[config.mk]
export PLATFORM = sky130hd
export DESIGN_NAME = dirty_block_tracker
export DESIGN_NICKNAME = d
export VERILOG_FILES = /design/src/design/dbt_pkg.sv /design/src/design/dirty_block_tracker.sv
export SDC_FILE = /design/constraint.sdc
export NUM_CORES = 2
export LEC_CHECK = 0
export BUFFER_PORTS_ARGS = -buffer_cell sky130_fd_sc_hd__buf_2
export CORE_AREA = 2 2 664 666
export DETAILED_ROUTE_END_ITERATION = 12
export DIE_AREA = 0 0 666 668
export PLACE_DENSITY = 0.54
export SYNTH_ARGS = -nofsm -noshare
export SYNTH_HDL_FRONTEND = slang
export SYNTH_SLANG_ARGS = --single-unit
export TNS_END_PERCENT = 20
[constraint.sdc]
create_clock -name clk -period 9.9 [get_ports clk]
set_clock_uncertainty 0.1 [all_clocks]
set_input_delay 0.99 -clock clk [delete_from_list [all_inputs] [get_ports clk]]
set_output_delay 0.99 -clock clk [all_outputs]
set_load 0.02 [all_outputs]
[src/design/dbt_pkg.sv]
`default_nettype none
package dbt_pkg;
  localparam int BLOCK_SHIFT_X_DEF = 7;
  localparam int BLOCK_SHIFT_Y_DEF = 6;
  localparam int MAX_COLUMNS_DEF = 64;
  localparam int MAX_ROWS_DEF = 64;
  localparam int WW = 13;
  localparam int HW = 12;
  localparam logic [0:0] CFG_WIDTH = 1'b0;
  localparam logic [0:0] CFG_HEIGHT = 1'b1;
  localparam logic REQ_INVAL = 1'b0;
  localparam logic REQ_TAKE = 1'b1;

  typedef enum logic [3:0] {
    ST_IDLE, ST_CLEAR, ST_MARK, ST_SCAN, ST_RUN, ST_DOWN, ST_WIPE, ST_EMIT
  } state_t;
endpackage
`default_nettype wire

[src/design/dirty_block_tracker.sv]
`default_nettype none
// channel | ports                                  | handshake
// input   | in_req_type, in_rect_*                 | start & !busy
// result  | out_found, out_region_*                | out_valid, one cycle
// config  | cfg_we, cfg_index, cfg_data            | cfg_we
// The grid is one bit per block in a memory of rows, one row word per
// address. Invalidate: each covered row is read, then written back.
// Take-next: blocks are read column by column, the run is extended, rows
// are grown and cleared (read, then write back), and the region is clipped;
// the result shows in the cycle after the clip. The worst case is set by
// the single row read port. Reset and each config write clear all MAX_ROWS rows.
// The receiver cannot stall; each result shows for one cycle.
module dirty_block_tracker #(
  parameter int BLOCK_SHIFT_X = dbt_pkg::BLOCK_SHIFT_X_DEF,
  parameter int BLOCK_SHIFT_Y = dbt_pkg::BLOCK_SHIFT_Y_DEF,
  parameter int MAX_COLUMNS = dbt_pkg::MAX_COLUMNS_DEF,
  parameter int MAX_ROWS = dbt_pkg::MAX_ROWS_DEF
) (
  input  wire logic clk,
  input  wire logic rst_n,
  input  wire logic start,
  output logic busy,
  input  wire logic in_req_type,
  input  wire logic signed [15:0] in_rect_left,
  input  wire logic signed [15:0] in_rect_top,
  input  wire logic signed [15:0] in_rect_right,
  input  wire logic signed [15:0] in_rect_bottom,
  input  wire logic cfg_we,
  input  wire logic [0:0] cfg_index,
  input  wire logic [12:0] cfg_data,
  output logic out_valid,
  output logic out_found,
  output logic [12:0] out_region_left,
  output logic [11:0] out_region_top,
  output logic [12:0] out_region_right,
  output logic [11:0] out_region_bottom
);
  import dbt_pkg::*;
  localparam int XB = $clog2(MAX_COLUMNS);
  localparam int YB = $clog2(MAX_ROWS);
  localparam int XC = $clog2(MAX_COLUMNS + 1);
  localparam int YC = $clog2(MAX_ROWS + 1);

  logic [MAX_COLUMNS-1:0] mem [MAX_ROWS];
  logic [MAX_COLUMNS-1:0] rd_r, wr_data;
  logic [YB-1:0] rd_addr, wr_addr;
  logic wr_en;

  state_t st_r, st_nxt;
  logic [WW-1:0] sw_r;
  logic [HW-1:0] sh_r;
  logic [XC-1:0] cols, x_r, x_nxt, xx_r, xx_nxt, cl_r, cr_r;
  logic [YC-1:0] rows, y_r, y_nxt, yy_r, yy_nxt, ct_r, cb_r;
  logic [MAX_COLUMNS-1:0] span_r, span_nxt;
  logic [XC-1:0] cl_nxt, cr_nxt;
  logic [YC-1:0] ct_nxt, cb_nxt;
  logic rdv_r, rdv_nxt;
  logic ov_nxt, of_nxt;
  logic [12:0] ol_nxt, or_nxt;
  logic [11:0] ot_nxt, ob_nxt;
  logic [YB-1:0] cnt_r, cnt_nxt;

  logic signed [16:0] l, t, r, b;
  logic signed [16:0] cl17, cr17, ct17, cb17;
  logic empty;
  logic [XB+BLOCK_SHIFT_X:0] pl, pr;
  logic [YB+BLOCK_SHIFT_Y:0] pt, pb;

  always_comb begin
    logic [WW-1:0] c;
    logic [HW-1:0] rr;
    c = (sw_r >> BLOCK_SHIFT_X) + WW'(1);
    rr = (sh_r >> BLOCK_SHIFT_Y) + HW'(1);
    cols = (32'(c) > MAX_COLUMNS) ? XC'(MAX_COLUMNS) : XC'(c);
    rows = (32'(rr) > MAX_ROWS) ? YC'(MAX_ROWS) : YC'(rr);
  end

  always_comb begin
    l = (in_rect_left < 0) ? 17'sd0 : 17'(in_rect_left);
    t = (in_rect_top < 0) ? 17'sd0 : 17'(in_rect_top);
    r = (17'(in_rect_right) > $signed({4'd0, sw_r})) ? $signed({4'd0, sw_r})
        : 17'(in_rect_right);
    b = (17'(in_rect_bottom) > $signed({5'd0, sh_r})) ? $signed({5'd0, sh_r})
        : 17'(in_rect_bottom);
    empty = (l >= r) || (t >= b);
    cl17 = l >>> BLOCK_SHIFT_X;
    cr17 = (r - 17'sd1) >>> BLOCK_SHIFT_X;
    ct17 = t >>> BLOCK_SHIFT_Y;
    cb17 = (b - 17'sd1) >>> BLOCK_SHIFT_Y;
  end

  always_ff @(posedge clk) begin
    if (wr_en) mem[wr_addr] <= wr_data;
    rd_r <= mem[rd_addr];
  end

  always_ff @(posedge clk) begin
    if (!rst_n) begin
      st_r <= ST_CLEAR;
      sw_r <= WW'(640);
      sh_r <= HW'(480);
      cnt_r <= '0;
      out_valid <= 1'b0;
      rdv_r <= 1'b0;
    end else begin
      st_r <= st_nxt;
      cnt_r <= cnt_nxt;
      rdv_r <= rdv_nxt;
      out_valid <= ov_nxt;
      if (cfg_we && cfg_index == CFG_WIDTH) sw_r <= cfg_data;
      if (cfg_we && cfg_index == CFG_HEIGHT) sh_r <= cfg_data[HW-1:0];
    end
    x_r <= x_nxt; y_r <= y_nxt; xx_r <= xx_nxt; yy_r <= yy_nxt;
    cl_r <= cl_nxt; cr_r <= cr_nxt; ct_r <= ct_nxt; cb_r <= cb_nxt;
    span_r <= span_nxt;
    out_found <= of_nxt;
    out_region_left <= ol_nxt; out_region_top <= ot_nxt;
    out_region_right <= or_nxt; out_region_bottom <= ob_nxt;
  end

  assign busy = (st_r != ST_IDLE);

  always_comb begin
    logic [MAX_COLUMNS-1:0] m;
    st_nxt = st_r;
    cnt_nxt = cnt_r;
    x_nxt = x_r; y_nxt = y_r; xx_nxt = xx_r; yy_nxt = yy_r;
    cl_nxt = cl_r; cr_nxt = cr_r; ct_nxt = ct_r; cb_nxt = cb_r;
    span_nxt = span_r;
    rdv_nxt = 1'b0;
    rd_addr = y_r[YB-1:0];
    wr_en = 1'b0; wr_addr = cnt_r; wr_data = '0;
    ov_nxt = 1'b0; of_nxt = 1'b0;
    ol_nxt = '0; ot_nxt = '0; or_nxt = '0; ob_nxt = '0;
    pl = '0; pr = '0; pt = '0; pb = '0;
    m = '0;
    unique case (st_r)
      ST_CLEAR: begin
        wr_en = 1'b1;
        cnt_nxt = cnt_r + YB'(1);
        if (32'(cnt_r) == MAX_ROWS - 1) begin
          st_nxt = ST_IDLE;
          cnt_nxt = '0;
        end
      end
      ST_IDLE: begin
        if (start) begin
          if (in_req_type == REQ_INVAL) begin
            if (!empty && 32'(ct17) < MAX_ROWS && 32'(cl17) < MAX_COLUMNS) begin
              cl_nxt = XC'(cl17);
              cr_nxt = (32'(cr17) >= MAX_COLUMNS) ? XC'(MAX_COLUMNS - 1) : XC'(cr17);
              ct_nxt = YC'(ct17);
              cb_nxt = (32'(cb17) >= MAX_ROWS) ? YC'(MAX_ROWS - 1) : YC'(cb17);
              yy_nxt = YC'(ct17);
              st_nxt = ST_MARK;
            end
          end else begin
            x_nxt = '0; y_nxt = '0;
            st_nxt = ST_SCAN;
          end
        end
      end
      ST_MARK: begin
        rd_addr = yy_r[YB-1:0];
        if (rdv_r) begin
          for (int i = 0; i < MAX_COLUMNS; i++)
            m[i] = (XC'(i) >= cl_r) && (XC'(i) <= cr_r);
          wr_en = 1'b1; wr_addr = yy_r[YB-1:0]; wr_data = rd_r | m;
          if (yy_r == cb_r) st_nxt = ST_IDLE;
          else yy_nxt = yy_r + YC'(1);
        end else rdv_nxt = 1'b1;
      end
      ST_SCAN: begin
        rd_addr = y_r[YB-1:0];
        if (x_r >= cols) begin
          ov_nxt = 1'b1;
          st_nxt = ST_IDLE;
        end else if (rdv_r) begin
          if (rd_r[x_r[XB-1:0]]) begin
            xx_nxt = x_r;
            span_nxt = '0;
            st_nxt = ST_RUN;
          end else if (y_r + YC'(1) >= rows) begin
            y_nxt = '0; x_nxt = x_r + XC'(1);
          end else y_nxt = y_r + YC'(1);
        end else rdv_nxt = 1'b1;
      end
      ST_RUN: begin
        if (xx_r < cols && rd_r[xx_r[XB-1:0]]) begin
          span_nxt = span_r;
          span_nxt[xx_r[XB-1:0]] = 1'b1;
          xx_nxt = xx_r + XC'(1);
        end else begin
          yy_nxt = y_r;
          st_nxt = ST_DOWN;
        end
      end
      ST_DOWN: begin
        rd_addr = yy_r[YB-1:0];
        if (yy_r >= rows) st_nxt = ST_WIPE;
        else if (rdv_r) begin
          if ((rd_r & span_r) == span_r) begin
            wr_en = 1'b1; wr_addr = yy_r[YB-1:0]; wr_data = rd_r & ~span_r;
            yy_nxt = yy_r + YC'(1);
          end else st_nxt = ST_WIPE;
        end else rdv_nxt = 1'b1;
      end
      ST_WIPE: begin
        pl = (XB+BLOCK_SHIFT_X+1)'(x_r) << BLOCK_SHIFT_X;
        pr = (XB+BLOCK_SHIFT_X+1)'(xx_r) << BLOCK_SHIFT_X;
        pt = (YB+BLOCK_SHIFT_Y+1)'(y_r) << BLOCK_SHIFT_Y;
        pb = (YB+BLOCK_SHIFT_Y+1)'(yy_r) << BLOCK_SHIFT_Y;
        if (32'(pr) > 32'(sw_r)) pr = (XB+BLOCK_SHIFT_X+1)'(sw_r);
        if (32'(pb) > 32'(sh_r)) pb = (YB+BLOCK_SHIFT_Y+1)'(sh_r);
        if (pr <= pl || pb <= pt) st_nxt = ST_SCAN;
        else begin
          ov_nxt = 1'b1; of_nxt = 1'b1;
          ol_nxt = 13'(pl); or_nxt = 13'(pr);
          ot_nxt = 12'(pt); ob_nxt = 12'(pb);
          st_nxt = ST_IDLE;
        end
      end
      default: st_nxt = ST_IDLE;
    endcase
    if (cfg_we) begin
      st_nxt = ST_CLEAR;
      cnt_nxt = '0;
    end
  end
endmodule
`default_nettype wire

; ---- Word level (Yosys, flattened, before mapping)
; Memory sizes are Yosys's and may differ from the RTL's. A register that Yosys moved wholly into a read port is not among the register bits.
; Cells that the tools add are included.
[classes]
add_sub_neg = 9
order_cmp = 151
n_eq_ne = 32
n_mux = 89
bitwise_logic = 9
reduce_logical = 87
[ops]
columns = operator, count
row1 = $mux W64, 8
row2 = $pmux W64 S2, 2
row3 = $ge A6 B7 Y1 const A, 32
row4 = $le A6 B7 Y1 const A, 32
row5 = $mux W7, 25
row6 = $and A64 B64 Y64, 2
row7 = $or A64 B64 Y64, 2
row8 = $ge A5 B7 Y1 const A, 16
row9 = $le A5 B7 Y1 const A, 16
row10 = $logic_and A1 B1 Y1, 70
row11 = $mux W17, 4
row12 = $eq A64 B64 Y1, 1
row13 = $not A64 Y64, 1
row14 = $ge A4 B7 Y1 const A, 8
row15 = $le A4 B7 Y1 const A, 8
row16 = $mux W4, 13
row17 = $pmux W7 S2, 3
row18 = $mux W6, 6
row19 = $ne A2 B2 Y1 const B, 18
row20 = $ge A17 B17 Y1, 2
row21 = $sub A17 B2 Y17 const B, 2
row22 = $lt A16 B1 Y1 const B, 2
row23 = $add A7 B1 Y7 const B, 4
row24 = $ge A3 B7 Y1 const A, 4
row25 = 51 further kinds, 96
[word_totals]
regBits = 201
ramBits = 4096
out_inout_bits = 53
memories = 1
[memory_table]
columns = memory, words, word_bits, read_ports, rd_clocked_by_memory_dff, wr, line_no
row1 = mem, 64, 64, 1, 1, 1, dirty_block_tracker.sv:44  ; logic [MAX_COLUMNS-1:0] mem [MAX_ROWS];

; ---- Longest topological paths before layout
[logic_depth]
ltp_word = 11
depth_mapped = 20
ltp_nobuf = 18

; ---- Worst setup path after synthesis
; Ideal clock, no wire load.
[synth_timing]
kind = reg2reg
from = register sh_r[8]
to = memory mem[30][0] in the netlist's numbering, enable pin
setup_ns = 0.646
arrival_ns = 9.237
required_ns = 9.154
setup_slack_ns = -0.083
path_stages_with_launch = 14
synth_period_minus_slack_ns = 9.983
path_cell_list = dfxtp_1 > inv_1 > nor3_1 > a21oi_1 > a41oi_1 > ha_1 > and3_1 > a221o_1 > a21oi_1 > a31oi_1 > nor2_2 > a31oi_1 > clkbuf_1 > nor4_1
[synth_between]
elab_chain_cells = 8
word_cells_on_any_way = 10
cone_classes = 1 x add/sub / 2 x order compare / 7 x mux
[synth_lines]
columns = item, line_no
row1 = "start, declared", dirty_block_tracker.sv:51  ; logic [HW-1:0] sh_r;
row2 = "start signal, assigned", dirty_block_tracker.sv:111  ; if (cfg_we && cfg_index == CFG_HEIGHT) sh_r <= cfg_data[HW-1:0];
row3 = $add A6 B1 Y7 (*), dirty_block_tracker.sv:73  ; rr = (sh_r >> BLOCK_SHIFT_Y) + HW'(1);
row4 = $gt A7 B7 Y1, dirty_block_tracker.sv:75  ; rows = (32'(rr) > MAX_ROWS) ? YC'(MAX_ROWS) : YC'(rr);
row5 = $mux W7 (*), dirty_block_tracker.sv:75
row6 = $ge A7 B7 Y1 (*), dirty_block_tracker.sv:200  ; if (yy_r >= rows) st_nxt = ST_WIPE;
row7 = $mux W1, dirty_block_tracker.sv:200
row8 = $pmux W1 S3, dirty_block_tracker.sv:137  ; unique case (st_r)
row9 = $mux W1, dirty_block_tracker.sv:93  ; if (wr_en) mem[wr_addr] <= wr_data;
row10 = $mux W1 (implied by the code), dirty_block_tracker.sv:93
row11 = "end, declared", dirty_block_tracker.sv:44
; Mark *: on every way between the ends. The rest lies on a longest branch, timed or not.

; ---- Worst setup path after layout
[layout_timing]
from = register st_r[2]
to = register rd_r[7] (read register of mem)
[layout_between]
elab_chain_cells = 3
word_cells_on_any_way = 4
cone_classes = 2 x eq/ne / 1 x mux / 1 x reduce/logical
[layout_lines]
columns = item, line_no
row1 = "start, declared", dirty_block_tracker.sv:49  ; state_t st_r, st_nxt;
row2 = "start signal, assigned", dirty_block_tracker.sv:106  ; st_r <= st_nxt;
row3 = $eq A4 B3 Y1 or $eq A4 B2 Y1 (tied branches), dirty_block_tracker.sv:137
row4 = $reduce_or A2 Y1 (no source line) (*), -
row5 = $mux W6 (*), dirty_block_tracker.sv:137
row6 = "end, declared", dirty_block_tracker.sv:45  ; logic [MAX_COLUMNS-1:0] rd_r, wr_data;
; Marked as above.
; A chain may end at the register's enable or synchronous reset.

==> results_dict.tcl <==
set metrics [dict create \
    cts.sinks 4347 \
    drive_above_1_share_pct 10.9 \
    synth_seq_cells 4347 \
    ys_top_cells_by_count "edfxtp_1, nand2_1, mux2i_1, nand3_1, clkbuf_1" \
    tightest_slew_ns 1.38 \
    synth_flop_cell "edfxtp_1" \
    synthCells 11900 \
    clock_power_share_pct 45.2 \
    synth_xor_area_share_pct 0.236 \
    async_flop_share_pct 0 \
    drv_cap 0 \
    status "finished, final reports clean" \
    path_max_fanout 126 \
    syn_area_per_cell_um2 14.7 \
    fp.dieW_um 666 \
    cts_setup_buffers 0 \
    synth_area_leaders "edfxtp_1, mux2i_1, nand2_1" \
    period_share_pct 69.8 \
    drc 0 \
    grt_max_degree 187 \
    hold_viol 0 \
    grt_pass1_vias 102000 \
    fin_crit_ns 6.91 \
    clock.fmax_mhz 145 \
    place_congestion 0.895 \
    synth_top_cell_area_share_pct 72.5 \
    synthesis.area_um2 174000 \
    max-vdd-ir-drop_v 0.000177 \
    synth_compound_area_share_pct 6.91 \
    fp.dieH_um 668 \
    holdPathStages 3 \
    clkLatencyLatePin_ns 1.05 \
    n_fill_cell 38300 \
    power_density_nw_per_um2 187 \
    wl_per_cell_um 30.6 \
    hp-class "primary input to flop" \
    crit_path_end_kind "flop" \
    path_clk_slew_ns 0.07 \
    start_util_pct 39.9 \
    dr.pass1.iters 7 \
    slew_headroom_pct 7.15 \
    yosys_warnings 0 \
    synth_mux_area_share_pct 6.43 \
    critPathRequiredTime_ns 10.68 \
    dieArea_um2 445000 \
    power.internal_w 0.0295 \
    slew_viol_final 0 \
    synthAdderAreaFrac_pct 0.818 \
    ys_seq_area_share_pct 74.1 \
    synth_cell_types 83 \
    port_buffers 122 \
    rsz0062_at_grt "no" \
    num_vias 108000 \
    grt_pass1_wl_mm 786 \
    setup_ws_ns 2.99 \
    tns_ns 0 \
    first_iter_violations 13400 \
    viasPerCell 5.89 \
    synth_edf_count 4209 \
    postLayoutCoreUtil_pct 45.3 \
    switchingPower_w 0.00754 \
    clockBufferDepth 4 \
    fin_nets 12200 \
    grt_use_total_pct 24.5 \
    crit_type "flop to flop" \
    cts_tree "yes" \
    setup_viol 0 \
    synth_largest_area_cell "edfxtp_1" \
    io_pins 136 \
    instances_no_fill 18300 \
    power.leakage_nw 71.4 \
    ctsResizeCount 0 \
    yosysMostFrequentCell "edfxtp_1" \
    combPwrFrac_pct 0.8 \
    rows 243 \
    arrival_ns 7.69 \
    drtAntennaViolNets 0 \
    hpwl_mm 333 \
    synth-simple-area-share_pct 9.49 \
    fin_total_pwr_w 0.0370 \
    start_kind "flop" \
    p_seq_share_pct 54.0 \
    synth_top_family_by_area "simple AND/OR/NAND/NOR gates" \
    clockRootBuffer "clkbuf_16" \
    cts_buffers 447 \
    core-area_um2 437000 \
    holdBufCountCts 0 \
    htree_levels 5 \
    grt_overflow_total 0 \
    drt-total-wl_mm 560 \
    worstRegToRegCells 13 \
    area_growth_pct 13.6 \
    antenna_found_initial 68 \
    place_inst 17300 \
    swShare_pct 20.4 \
    place_ws_ns 2.61 \
]
[flip-flops by register name (all words and copies together) (netlist names), 7 cells and up]
signal	count
mem	4096
sw_r	13
cb_r	7
cl_r	7
yy_r	7
cr_r	7
rd_r	64
out_region_bottom	12
x_r	7
out_region_right	13
span_r	64
sh_r	12
y_r	7
xx_r	7
[stage by stage]
stage | hold slack [ns] | area (um2)
6_report | 0.157 | 198000
5_1_grt | 0.156 | 198000
4_1_cts | 0.0941 | 198000
3_5_place_dp | 0.378 | 183000
3_3_place_gp | 0.381 | 183000
2_1_floorplan | 0.353 | 174000
[final cells by class]
cell class                 instances  area, um2  share of cell area, %
antenna                          112        280                  0.142
timing repair buffer             472       3550                   1.79
clock buffer                     559      11700                   5.94
tap                             5757       7200                   3.64
clock inverter                   273       2750                   1.39
multi-input combinational       6674      43000                   21.7
sequential                      4347     129000                   65.3
inverter                          74        278                  0.140
[logic make-up (layout without fill, tap and decap cells)]
| kind of cell | after synthesis | after routing |
|---|---|---|
| AO/OA/AOI/OAI | 1811 | 1811 |
| XOR/XNOR | 47 | 47 |
| adder cells (fa/ha/maj) | 114 | 114 |
| buffers and inverters | 853 | 1378 |
| flip-flops | 4347 | 4347 |
| multiplexers | 1096 | 1096 |
| other | 1 | 127 |
| AND/OR/NAND/NOR | 3591 | 3591 |
[power groups by stage]
| stage | sequential, W | combinational, W | clock [W] |
|---|---|---|---|
| after floorplan | 0.0203 | 0.000170 | 0 |
| after global placement | 0.0204 | 0.000304 | 0 |
| after detailed placement | 0.0204 | 0.000298 | 0 |
| after CTS | 0.0200 | 0.000300 | 0.0170 |
| after global routing | 0.0200 | 0.000328 | 0.0176 |
| final | 0.0200 | 0.000302 | 0.0167 |
[layer usage]
metal / routed length [um] / GRT usage [%] / vias to the layer above
li1: - / - / 46300
met1: 231000 / 33.8 / 55500
met2: 261000 / 38.9 / 4764
met3: 43800 / 3.54 / 927
met4: 24100 / 10.0 / 28
met5: 337 / 0 / -
[worst max-delay path, stage by stage, from the launching register on]
cell and delay, ns:
dfxtp_1 1.09, and3b_1 0.50, o32a_2 0.49, buf_12 0.39, and2_4 0.59, buf_4 0.58, buf_4 0.60, nor2_4 0.24
buf_12 0.28, nand3_1 0.22, nand4_1 0.10, o21ai_0 0.46, buf_4 0.29, or3_1 0.43
[layout by cell type, fill, tap and decap left out, types with 22 or more instances in the layout]
| cell type | count |
|---|---|
| nor2_4 | 22 |
| o21ai_0 | 273 |
| dfxtp_1 | 138 |
| inv_1 | 72 |
| a2111oi_0 | 24 |
| nand4_1 | 159 |
| xnor2_1 | 30 |
| a21o_1 | 26 |
| a211oi_1 | 223 |
| buf_12 | 25 |
| bufinv_16 | 38 |
| buf_4 | 325 |
| nor3_1 | 35 |
| nor3_2 | 42 |
| a31oi_1 | 141 |
| o22ai_1 | 531 |
| diode_2 | 112 |
| clkinv_1 | 103 |
| mux2i_1 | 1056 |
| and3_1 | 254 |
| nor4_2 | 43 |
| or3_1 | 64 |
| nor4_1 | 113 |
| o21a_4 | 43 |
| nor2_1 | 228 |
| a21oi_1 | 153 |
| clkbuf_1 | 100 |
| nand3_1 | 567 |
| nand2b_1 | 30 |
| buf_2 | 122 |
| a311oi_1 | 210 |
| clkinv_2 | 93 |
| edfxtp_1 | 4209 |
| clkbuf_16 | 449 |
| a21boi_0 | 23 |
| mux2_2 | 22 |
| nand2_1 | 1839 |
| o21ai_1 | 23 |
| ha_1 | 114 |
| nor2b_1 | 102 |
[path summary, 6_finish.rpt]
path                                 to  slack [ns]        start
worst min register to register  sw_r[6]        0.38      sw_r[6]
worst max register to register  rd_r[7]        2.99      st_r[2]
worst min-delay path            sh_r[3]        0.16  cfg_data[3]
worst max-delay path            rd_r[7]        2.99      st_r[2]
No activity file was read; power rests on OpenSTA's default activity.
